File: config.mk
export PLATFORM = sky130hd
export DESIGN_NAME = escaped_token_lexer
export DESIGN_NICKNAME = d
export VERILOG_FILES = /design/src/hw/rtl/etl_pkg.sv /design/src/hw/rtl/etl_front.sv /design/src/hw/rtl/etl_queue.sv /design/src/hw/rtl/etl_back.sv /design/src/hw/rtl/escaped_token_lexer.sv
export SDC_FILE = /design/constraint.sdc
export NUM_CORES = 1
export LEC_CHECK = 0
export ABC_AREA = 1
export BUFFER_PORTS_ARGS = -buffer_cell sky130_fd_sc_hd__buf_2
export CAP_MARGIN = 20
export CORE_MARGIN = 1.5
export CORE_UTILIZATION = 43
export DETAILED_ROUTE_END_ITERATION = 10
export PLACE_DENSITY = 0.73
export SLEW_MARGIN = 40
export SYNTH_ARGS = -nofsm -noshare
export SYNTH_HDL_FRONTEND = slang
export SYNTH_SLANG_ARGS = --single-unit
File: constraint.sdc
create_clock -name clk -period 4.7 [get_ports clk]
set_clock_uncertainty 0.1 [all_clocks]
set_input_delay 0.705 -clock clk [delete_from_list [all_inputs] [get_ports clk]]
set_output_delay 0.705 -clock clk [all_outputs]
set_load 0.02 [all_outputs]
File: src/hw/rtl/etl_pkg.sv
// Shared types and constants for the escaped token lexer.
// No dependencies; imported by every module of the block.
`default_nettype none

package etl_pkg;

  // Widest character the block takes, in bytes
  localparam int MAX_CHAR_BYTES = 4;

  // Depth of the queue between front and back
  localparam int QDEPTH = 2;
  localparam int QPTR_W = (QDEPTH > 1) ? $clog2(QDEPTH) : 1;
  localparam int QCNT_W = $clog2(QDEPTH + 1);

  // Lexer phases
  typedef enum logic [2:0] {
    PH_IDLE  = 3'd0,
    PH_BODY  = 3'd1,
    PH_QBODY = 3'd2,
    PH_ESC   = 3'd3,
    PH_HEX1  = 3'd4,
    PH_HEX2  = 3'd5
  } phase_t;

  // Result status codes
  typedef enum logic [1:0] {
    ST_CONT = 2'd0,
    ST_QEND = 2'd1,
    ST_DEND = 2'd2,
    ST_ERR  = 2'd3
  } status_t;

  // Classified character handed from front to back
  typedef struct packed {
    logic [31:0] bytes;     // masked to len bytes
    logic [2:0]  len;       // normalized byte count, 1..MAX_CHAR_BYTES
    logic [7:0]  b0;        // first byte
    logic        single;    // one-byte character
    logic        is_ws;     // single and whitespace
    logic        is_delim;  // single and token delimiter
    logic        is_bslash; // single backslash
    logic        is_quote;  // single ' or "
    logic        is_x;      // single x or X
    logic        hex_ok;    // single hex digit
    logic [3:0]  hex_val;
    logic [7:0]  esc_byte;  // byte produced when escaped
  } cls_t;

endpackage

`default_nettype wire

File: src/hw/rtl/etl_front.sv
// Front part: normalizes one incoming character and classifies its first byte.
// Depends on etl_pkg.
`default_nettype none

module etl_front import etl_pkg::*; (
  input  logic [31:0] char_bytes,
  input  logic [2:0]  char_len,
  output cls_t        cls
);

  logic [2:0]  len_n;
  logic [31:0] masked;
  logic [7:0]  b0;
  logic        single;
  logic        ws;

  // Clamp the byte count into 1..MAX_CHAR_BYTES
  always_comb begin
    if (char_len == 3'd0) begin
      len_n = 3'd1;
    end else if (char_len > 3'(MAX_CHAR_BYTES)) begin
      len_n = 3'(MAX_CHAR_BYTES);
    end else begin
      len_n = char_len;
    end
  end

  // Drop bytes above the count
  always_comb begin
    for (int i = 0; i < 4; i++) begin
      masked[8*i +: 8] = (3'(i) < len_n) ? char_bytes[8*i +: 8] : 8'h00;
    end
  end

  assign b0     = masked[7:0];
  assign single = (len_n == 3'd1);
  assign ws     = (b0 == 8'h20) || (b0 >= 8'h09 && b0 <= 8'h0D);

  // Classify the first byte
  always_comb begin
    cls.bytes     = masked;
    cls.len       = len_n;
    cls.b0        = b0;
    cls.single    = single;
    cls.is_ws     = single && ws;
    cls.is_delim  = single && (ws || b0 == "=" || b0 == "(" || b0 == ")" ||
                    b0 == "[" || b0 == "]" || b0 == "{" || b0 == "}" ||
                    b0 == "<" || b0 == ">" || b0 == ";" || b0 == "," ||
                    b0 == "/");
    cls.is_bslash = single && (b0 == 8'h5C);
    cls.is_quote  = single && (b0 == 8'h27 || b0 == 8'h22);
    cls.is_x      = single && (b0 == "x" || b0 == "X");
    cls.hex_ok    = 1'b0;
    cls.hex_val   = 4'd0;
    if (b0 >= "0" && b0 <= "9") begin
      cls.hex_ok  = single;
      cls.hex_val = 4'(b0 - 8'h30);
    end else if (b0 >= "a" && b0 <= "f") begin
      cls.hex_ok  = single;
      cls.hex_val = 4'(b0 - 8'h57);
    end else if (b0 >= "A" && b0 <= "F") begin
      cls.hex_ok  = single;
      cls.hex_val = 4'(b0 - 8'h37);
    end
    case (b0)
      "n":     cls.esc_byte = 8'h0A;
      "r":     cls.esc_byte = 8'h0D;
      "t":     cls.esc_byte = 8'h09;
      "b":     cls.esc_byte = 8'h08;
      "f":     cls.esc_byte = 8'h0C;
      default: cls.esc_byte = b0;
    endcase
  end

endmodule

`default_nettype wire

File: src/hw/rtl/etl_queue.sv
// Short queue of classified characters between front and back.
// Depends on etl_pkg.
`default_nettype none

module etl_queue import etl_pkg::*; (
  input  logic  clk,
  input  logic  rst,
  input  logic  push,
  input  cls_t  push_data,
  input  logic  pop,
  output logic  full,
  output logic  not_empty,
  output cls_t  head
);

  cls_t              mem [QDEPTH];
  logic [QPTR_W-1:0] wr_ptr;
  logic [QPTR_W-1:0] rd_ptr;
  logic [QCNT_W-1:0] count;

  assign full      = (count == QCNT_W'(QDEPTH));
  assign not_empty = (count != '0);
  assign head      = mem[rd_ptr];

  // Store a pushed request
  always_ff @(posedge clk) begin
    if (push) begin
      mem[wr_ptr] <= push_data;
    end
  end

  // Advance pointers and count
  always_ff @(posedge clk) begin
    if (rst) begin
      wr_ptr <= '0;
      rd_ptr <= '0;
      count  <= '0;
    end else begin
      if (push) begin
        wr_ptr <= (wr_ptr == QPTR_W'(QDEPTH - 1)) ? '0 : wr_ptr + 1'b1;
      end
      if (pop) begin
        rd_ptr <= (rd_ptr == QPTR_W'(QDEPTH - 1)) ? '0 : rd_ptr + 1'b1;
      end
      case ({push, pop})
        2'b10:   count <= count + 1'b1;
        2'b01:   count <= count - 1'b1;
        default: count <= count;
      endcase
    end
  end

  a_no_overflow: assert property (@(posedge clk) disable iff (rst)
    push |-> !full || pop)
    else $error("queue push while full");

  a_no_underflow: assert property (@(posedge clk) disable iff (rst)
    pop |-> not_empty)
    else $error("queue pop while empty");

  a_count_bound: assert property (@(posedge clk) disable iff (rst)
    count <= QCNT_W'(QDEPTH))
    else $error("queue count out of range");

endmodule

`default_nettype wire

File: src/hw/rtl/etl_back.sv
// Back part: lexer state machine and registered result output.
// Depends on etl_pkg.
`default_nettype none

module etl_back import etl_pkg::*; (
  input  logic        clk,
  input  logic        rst,
  input  logic        q_valid,
  input  cls_t        c,
  output logic        q_pop,
  output logic        out_valid,
  input  logic        out_stall,
  output logic [31:0] out_bytes,
  output logic [2:0]  out_count,
  output logic [1:0]  status
);

  phase_t      phase, phase_next;
  logic        in_quotes, in_quotes_next;
  logic [7:0]  closing_quote, closing_quote_next;
  logic [3:0]  high_nibble, high_nibble_next;
  logic [31:0] ob;
  logic [2:0]  oc;
  status_t     st;
  logic        body;
  logic        fire;

  // Take the head request whenever the output register can load
  assign fire  = q_valid && (!out_valid || !out_stall);
  assign q_pop = fire;

  // Next state and result for the head character
  always_comb begin
    phase_next         = phase;
    in_quotes_next     = in_quotes;
    closing_quote_next = closing_quote;
    high_nibble_next   = high_nibble;
    ob                 = 32'h0;
    oc                 = 3'd0;
    st                 = ST_CONT;
    body               = 1'b0;
    case (phase)
      PH_IDLE: begin
        if (!c.is_ws) begin
          if (c.is_quote) begin
            in_quotes_next     = 1'b1;
            closing_quote_next = c.b0;
            phase_next         = PH_QBODY;
          end else begin
            in_quotes_next = 1'b0;
            phase_next     = PH_BODY;
            body           = 1'b1;
          end
        end
      end
      PH_BODY: begin
        body = 1'b1;
      end
      PH_QBODY: begin
        if (c.is_bslash) begin
          phase_next = PH_ESC;
        end else if (c.single && c.b0 == closing_quote) begin
          st = ST_QEND;
        end else begin
          ob = c.bytes;
          oc = c.len;
        end
      end
      PH_ESC: begin
        if (!c.single) begin
          ob         = c.bytes;
          oc         = c.len;
          phase_next = in_quotes ? PH_QBODY : PH_BODY;
        end else if (c.is_x) begin
          phase_next = PH_HEX1;
        end else begin
          ob         = 32'(c.esc_byte);
          oc         = 3'd1;
          phase_next = in_quotes ? PH_QBODY : PH_BODY;
        end
      end
      PH_HEX1: begin
        if (c.hex_ok) begin
          high_nibble_next = c.hex_val;
          phase_next       = PH_HEX2;
        end else begin
          st = ST_ERR;
        end
      end
      PH_HEX2: begin
        if (c.hex_ok) begin
          ob         = 32'({high_nibble, c.hex_val});
          oc         = 3'd1;
          phase_next = in_quotes ? PH_QBODY : PH_BODY;
        end else begin
          st = ST_ERR;
        end
      end
      default: begin
        phase_next = PH_IDLE;
      end
    endcase

    // Unquoted body, also for the character that opens the token
    if (body) begin
      if (c.is_bslash) begin
        phase_next = PH_ESC;
      end else if (c.is_delim) begin
        st = ST_DEND;
      end else begin
        ob = c.bytes;
        oc = c.len;
      end
    end

    // Drop back to idle on any end or error
    if (st != ST_CONT) begin
      phase_next = PH_IDLE;
      ob         = 32'h0;
      oc         = 3'd0;
    end
  end

  // Lexer state
  always_ff @(posedge clk) begin
    if (rst) begin
      phase         <= PH_IDLE;
      in_quotes     <= 1'b0;
      closing_quote <= 8'h00;
      high_nibble   <= 4'h0;
    end else if (fire) begin
      phase         <= phase_next;
      in_quotes     <= in_quotes_next;
      closing_quote <= closing_quote_next;
      high_nibble   <= high_nibble_next;
    end
  end

  // Output register valid
  always_ff @(posedge clk) begin
    if (rst) begin
      out_valid <= 1'b0;
    end else if (fire) begin
      out_valid <= 1'b1;
    end else if (!out_stall) begin
      out_valid <= 1'b0;
    end
  end

  // Output register payload
  always_ff @(posedge clk) begin
    if (fire) begin
      out_bytes <= ob;
      out_count <= oc;
      status    <= st;
    end
  end

  a_end_empty: assert property (@(posedge clk) disable iff (rst)
    out_valid && status != ST_CONT |-> out_count == 3'd0 && out_bytes == 32'h0)
    else $error("end or error result carries bytes");

  a_end_idle: assert property (@(posedge clk) disable iff (rst)
    fire && st != ST_CONT |=> phase == PH_IDLE)
    else $error("phase not idle after end or error");

  a_count_bound: assert property (@(posedge clk) disable iff (rst)
    out_valid |-> out_count <= 3'(MAX_CHAR_BYTES))
    else $error("result byte count too large");

endmodule

`default_nettype wire

File: src/hw/rtl/escaped_token_lexer.sv
// Escaped string token lexer, top level.
// Instantiates etl_front, etl_queue and etl_back; depends on etl_pkg.
//
// Input channel: in_valid / in_stall with char_bytes (first byte in bits 7:0)
// and char_len. One UTF-8 character per request. in_stall rises only when the
// two-entry queue between front and back is full.
// Output channel: out_valid / out_stall with out_bytes, out_count and status
// (continue, quoted end, delimiter end, error). Every accepted character
// yields exactly one result, in order.
// Each accepted character is written into the queue; its result is then
// loaded into the output register.
// Throughput: one character per cycle while out_stall is low, set by the single
// state transition in the back part, which handles one queued character per cycle.
// Reset (rst, synchronous, active high): the lexer goes to idle, skipping
// whitespace; the queue and output register are emptied.
// When out_stall is held, the output register holds its result, the back
// part stops, the queue fills and then in_stall holds off the sender. No
// request is lost or repeated.
`default_nettype none

module escaped_token_lexer import etl_pkg::*; (
  input  logic        clk,
  input  logic        rst,
  input  logic        in_valid,
  output logic        in_stall,
  input  logic [31:0] char_bytes,
  input  logic [2:0]  char_len,
  output logic        out_valid,
  input  logic        out_stall,
  output logic [31:0] out_bytes,
  output logic [2:0]  out_count,
  output logic [1:0]  status
);

  cls_t cls;
  cls_t head;
  logic full;
  logic not_empty;
  logic pop;
  logic push;

  assign in_stall = full;
  assign push     = in_valid && !full;

  // Classify the incoming character
  etl_front u_front (
    .char_bytes (char_bytes),
    .char_len   (char_len),
    .cls        (cls)
  );

  // Buffer classified requests
  etl_queue u_queue (
    .clk       (clk),
    .rst       (rst),
    .push      (push),
    .push_data (cls),
    .pop       (pop),
    .full      (full),
    .not_empty (not_empty),
    .head      (head)
  );

  // Run the lexer and register results
  etl_back u_back (
    .clk       (clk),
    .rst       (rst),
    .q_valid   (not_empty),
    .c         (head),
    .q_pop     (pop),
    .out_valid (out_valid),
    .out_stall (out_stall),
    .out_bytes (out_bytes),
    .out_count (out_count),
    .status    (status)
  );

endmodule

`default_nettype wire
==> summary.md <==
| Metric | Value |
|---|---|
| Die H | `134 um` |
| Worst Tran Pin Value | `0.673 ns` |
| CTS H-tree depth | `4` |
| CTS tree | `yes` |
| WL per Instance | `13.9 um` |
| Worst Setup Start Kind | `register` |
| Count leader, synth | `nand2_1` |
| Post-Synth Adder-Cell Area | `1.01%` |
| YS warnings | `0` |
| Core Area | `0.0168 mm2` |
| Placer Congestion | `0.866` |
| Drt pass-1 iters | `6` |
| Die width | `134 um` |
| NumNets Final | `878` |
| Area delta synth->final | `16.0%` |
| Post-synth EDFFs | `145` |
| CTS Buf Count | `17` |
| # fillers | `1460` |
| Total Die Area | `0.0181 mm2` |
| Via Count | `5157` |
| # hold bufs at CTS | `0` |
| Setup TNS | `0 ns` |
| Area share of the largest cell type after synthesis | `58.6%` |
| Synth Area per Inst | `9.76 um2` |
| Global-route wire length before repair | `23800 um` |
| Synth async-reset ratio | `0%` |
| Longest Clk Path Bufs | `2` |
| Post-DP HPWL | `10000 um` |
| CTS sink count | `167` |
| Commonest cells post-synth | `nand2_1 (243), edfxtp_1 (145), inv_1 (114), nor2_1 (48), a21oi_1 (40)` |
| Relative slew slack | `55.0%` |
| Max-cap viol count | `0` |
| Via density | `4.84` |
| Final setup fails | `0` |
| Mapped Area | `0.00743 mm2` |
| Status | `finished clean` |
| Met2 GRT Util | `29.5%` |
| Worst EP required | `4.78 ns` |
| #FFs+latches synth | `167` |
| Layout cells sized above 1 | `16.0%` |
| Crit share post-route | `57.1%` |
| Worst Hold Class | `register to register` |
| Net count after synthesis | `806` |
| Synth Instances | `761` |
| Input/output buffers | `77` |
| Clock transition at the registers of the reported paths | `0.06 ns` |
| GRT Total Usage | `17.2%` |
| Largest net degree at the start of global routing | `58` |
| IO Pins | `78` |
| Met1 usage | `21.6%` |
| CP Data Arrival Time | `2.77 ns` |
| Power Dens Cells | `606 mW/mm2` |
| Synth Flop Type | `edfxtp_1` |
| Max-slew violation count | `0` |
| Ranking of synthesized cells by area | `edfxtp_1 (59%), nand2_1 (12%), dfxtp_1 (5.9%)` |
| Count of different cell masters after synthesis | `33` |
| GRT met3 Usage | `3.23%` |
| Sequential fraction of the synthesis area | `64.5%` |
| Mux cell area share after synthesis | `0.539%` |
| Unrepaired setup endpoints after global routing | `false` |
| Detail Route Antenna Nets | `0` |
| Post-Synth Simple-Gate Area | `19.2%` |
| Fin crit period | `2.69 ns` |
| Clock Latency Late Sink | `0.43 ns` |
| GRT Max-Usage Layer | `met2` |
| Leak | `0.00388 uW` |
| Ant. Diodes | `0` |
| Clk root buf | `clkbuf_16` |
| Complex-gate fraction of the synthesized area | `6.33%` |
| # resized after CTS | `0` |
| XOR/XNOR Fraction of Synth Area | `0.118%` |
| Site row count | `47` |
| Area leader, netlist | `edfxtp_1` |
| Largest family of logic cells by synthesized area | `simple AND/OR/NAND/NOR gates` |
| Total grt overflow | `0` |
| Vias in the first global route | `4787` |
| Initial Util | `44.3%` |
| Worst ir drop on vdd | `272 uV` |
| Critical path peak fanout | `57` |
| Initial DRC count | `412` |
| Post-CTS setup buffer count | `0` |
| Total Wirelength | `14800 um` |
| DRC viols | `0` |
| Total chip power | `5230 uW` |
| Final Hold Fails | `0` |
| Max frequency | `0.372 GHz` |
| Crit Path Category | `register to register` |
| Initial antenna violation count | `0` |
| CP Capture Type | `register` |
path summary, 6_finish.rpt:
kind	startpoint	to	slack, ns	cells past startpoint
hold / removal	u_back.high_nibble[0]$_SDFFE_PP0P_	u_back.high_nibble[0]$_SDFFE_PP0P_	0.35	2
hold reg to reg	u_back.high_nibble[0]$_SDFFE_PP0P_	u_back.high_nibble[0]$_SDFFE_PP0P_	0.35	2
setup reg to reg	register	u_back.out_bytes[2]$_SDFFCE_PN0P_	2.01	12
setup / recovery	register	u_back.out_bytes[2]$_SDFFCE_PN0P_	2.01	12
power breakdown:
group          switching (uW)  internal (uW)  total [uW]
clock network             590            907        1500
registers                 120           2060        2180
logic                    1140            408        1550
total                    1850           3370        5230
final cells by class:
class	count	area, um2	share of cell area (%)
tap	220	275	3.19
clock buffer	18	429	4.98
sequential	167	4800	55.6
multi-input combinational	447	2040	23.6
timing repair buffer	84	438	5.08
inverter	116	438	5.08
clock inverter	14	210	2.44
per-layer routing:
| layer | vias up | part of all wire [%] | routed length, um |
|---|---|---|---|
| met5 | - | 0 | 0 |
| met4 | 0 | 1.9 | 281 |
| met3 | 16 | 5.0 | 746 |
| met2 | 148 | 50 | 7380 |
| met1 | 2377 | 43 | 6370 |
| li1 | 2616 | - | - |
placed cells by master (no fill, tap or decap), types with 2 or more instances in the layout:
cell type / instances
nand2_1: 243
edfxtp_1: 145
inv_1: 114
buf_2: 77
nor2_1: 46
a21oi_1: 39
nand3_1: 31
o21ai_0: 26
dfxtp_1: 21
clkbuf_16: 17
a31oi_1: 9
nor3_1: 8
nand2_2: 8
buf_4: 7
ha_1: 6
inv_6: 5
nand4_1: 4
mux2i_1: 4
bufinv_16: 4
o22ai_1: 3
inv_8: 3
o21ai_1: 2
o21ai_2: 2
a211oi_1: 2
nor2_4: 2
o31ai_1: 2
cells by family (layout without fill, tap and decap cells):
family                   after synthesis  after routing
flip-flops                           167            167
AO/OA/AOI/OAI                         87             87
buffers and inverters                147            232
XOR/XNOR                               1              1
AND/OR/NAND/NOR                      349            349
multiplexers                           4              4
adder cells (fa/ha/maj)                6              6
stage by stage:
stage	std cells	instance area (um2)	hold slack (ns)	utilization [%]	setup slack, ns
4_1_cts	1066	8620	0.350	51.4	1.96
3_5_place_dp	1034	7980	0.340	47.6	1.95
2_1_floorplan	761	7430	0.324	-	0.967
6_report	1066	8620	0.349	51.5	2.01
5_1_grt	1066	8620	0.371	51.5	1.71
3_3_place_gp	1034	7980	0.334	47.6	1.92
flip-flops by register name, indices dropped and copies added, names as in the netlist, named ones only:
name	cells
u_queue.mem	108
u_back.out_bytes	32
u_back.closing_quote	8
u_back.high_nibble	4
u_back.out_count	3
u_back.phase	3
u_back.status	2
u_queue.count	2
u_back.in_quotes	1
u_back.out_valid	1
u_queue.rd_ptr	1
u_queue.wr_ptr	1
worst max-delay path, stage by stage (launching register included):
cell     delay [ns]
dfxtp_2        0.35
buf_4          0.54
nand2_1        0.20
nand3_1        0.13
nand2_1        0.06
nor2_1         0.09
nand2_1        0.06
nor2_2         0.11
nand2_1        0.09
nand2_2        0.08
nand3_4        0.33
nand2_1        0.22
nand2_1        0.06
(Power assumes the default switching activity.)
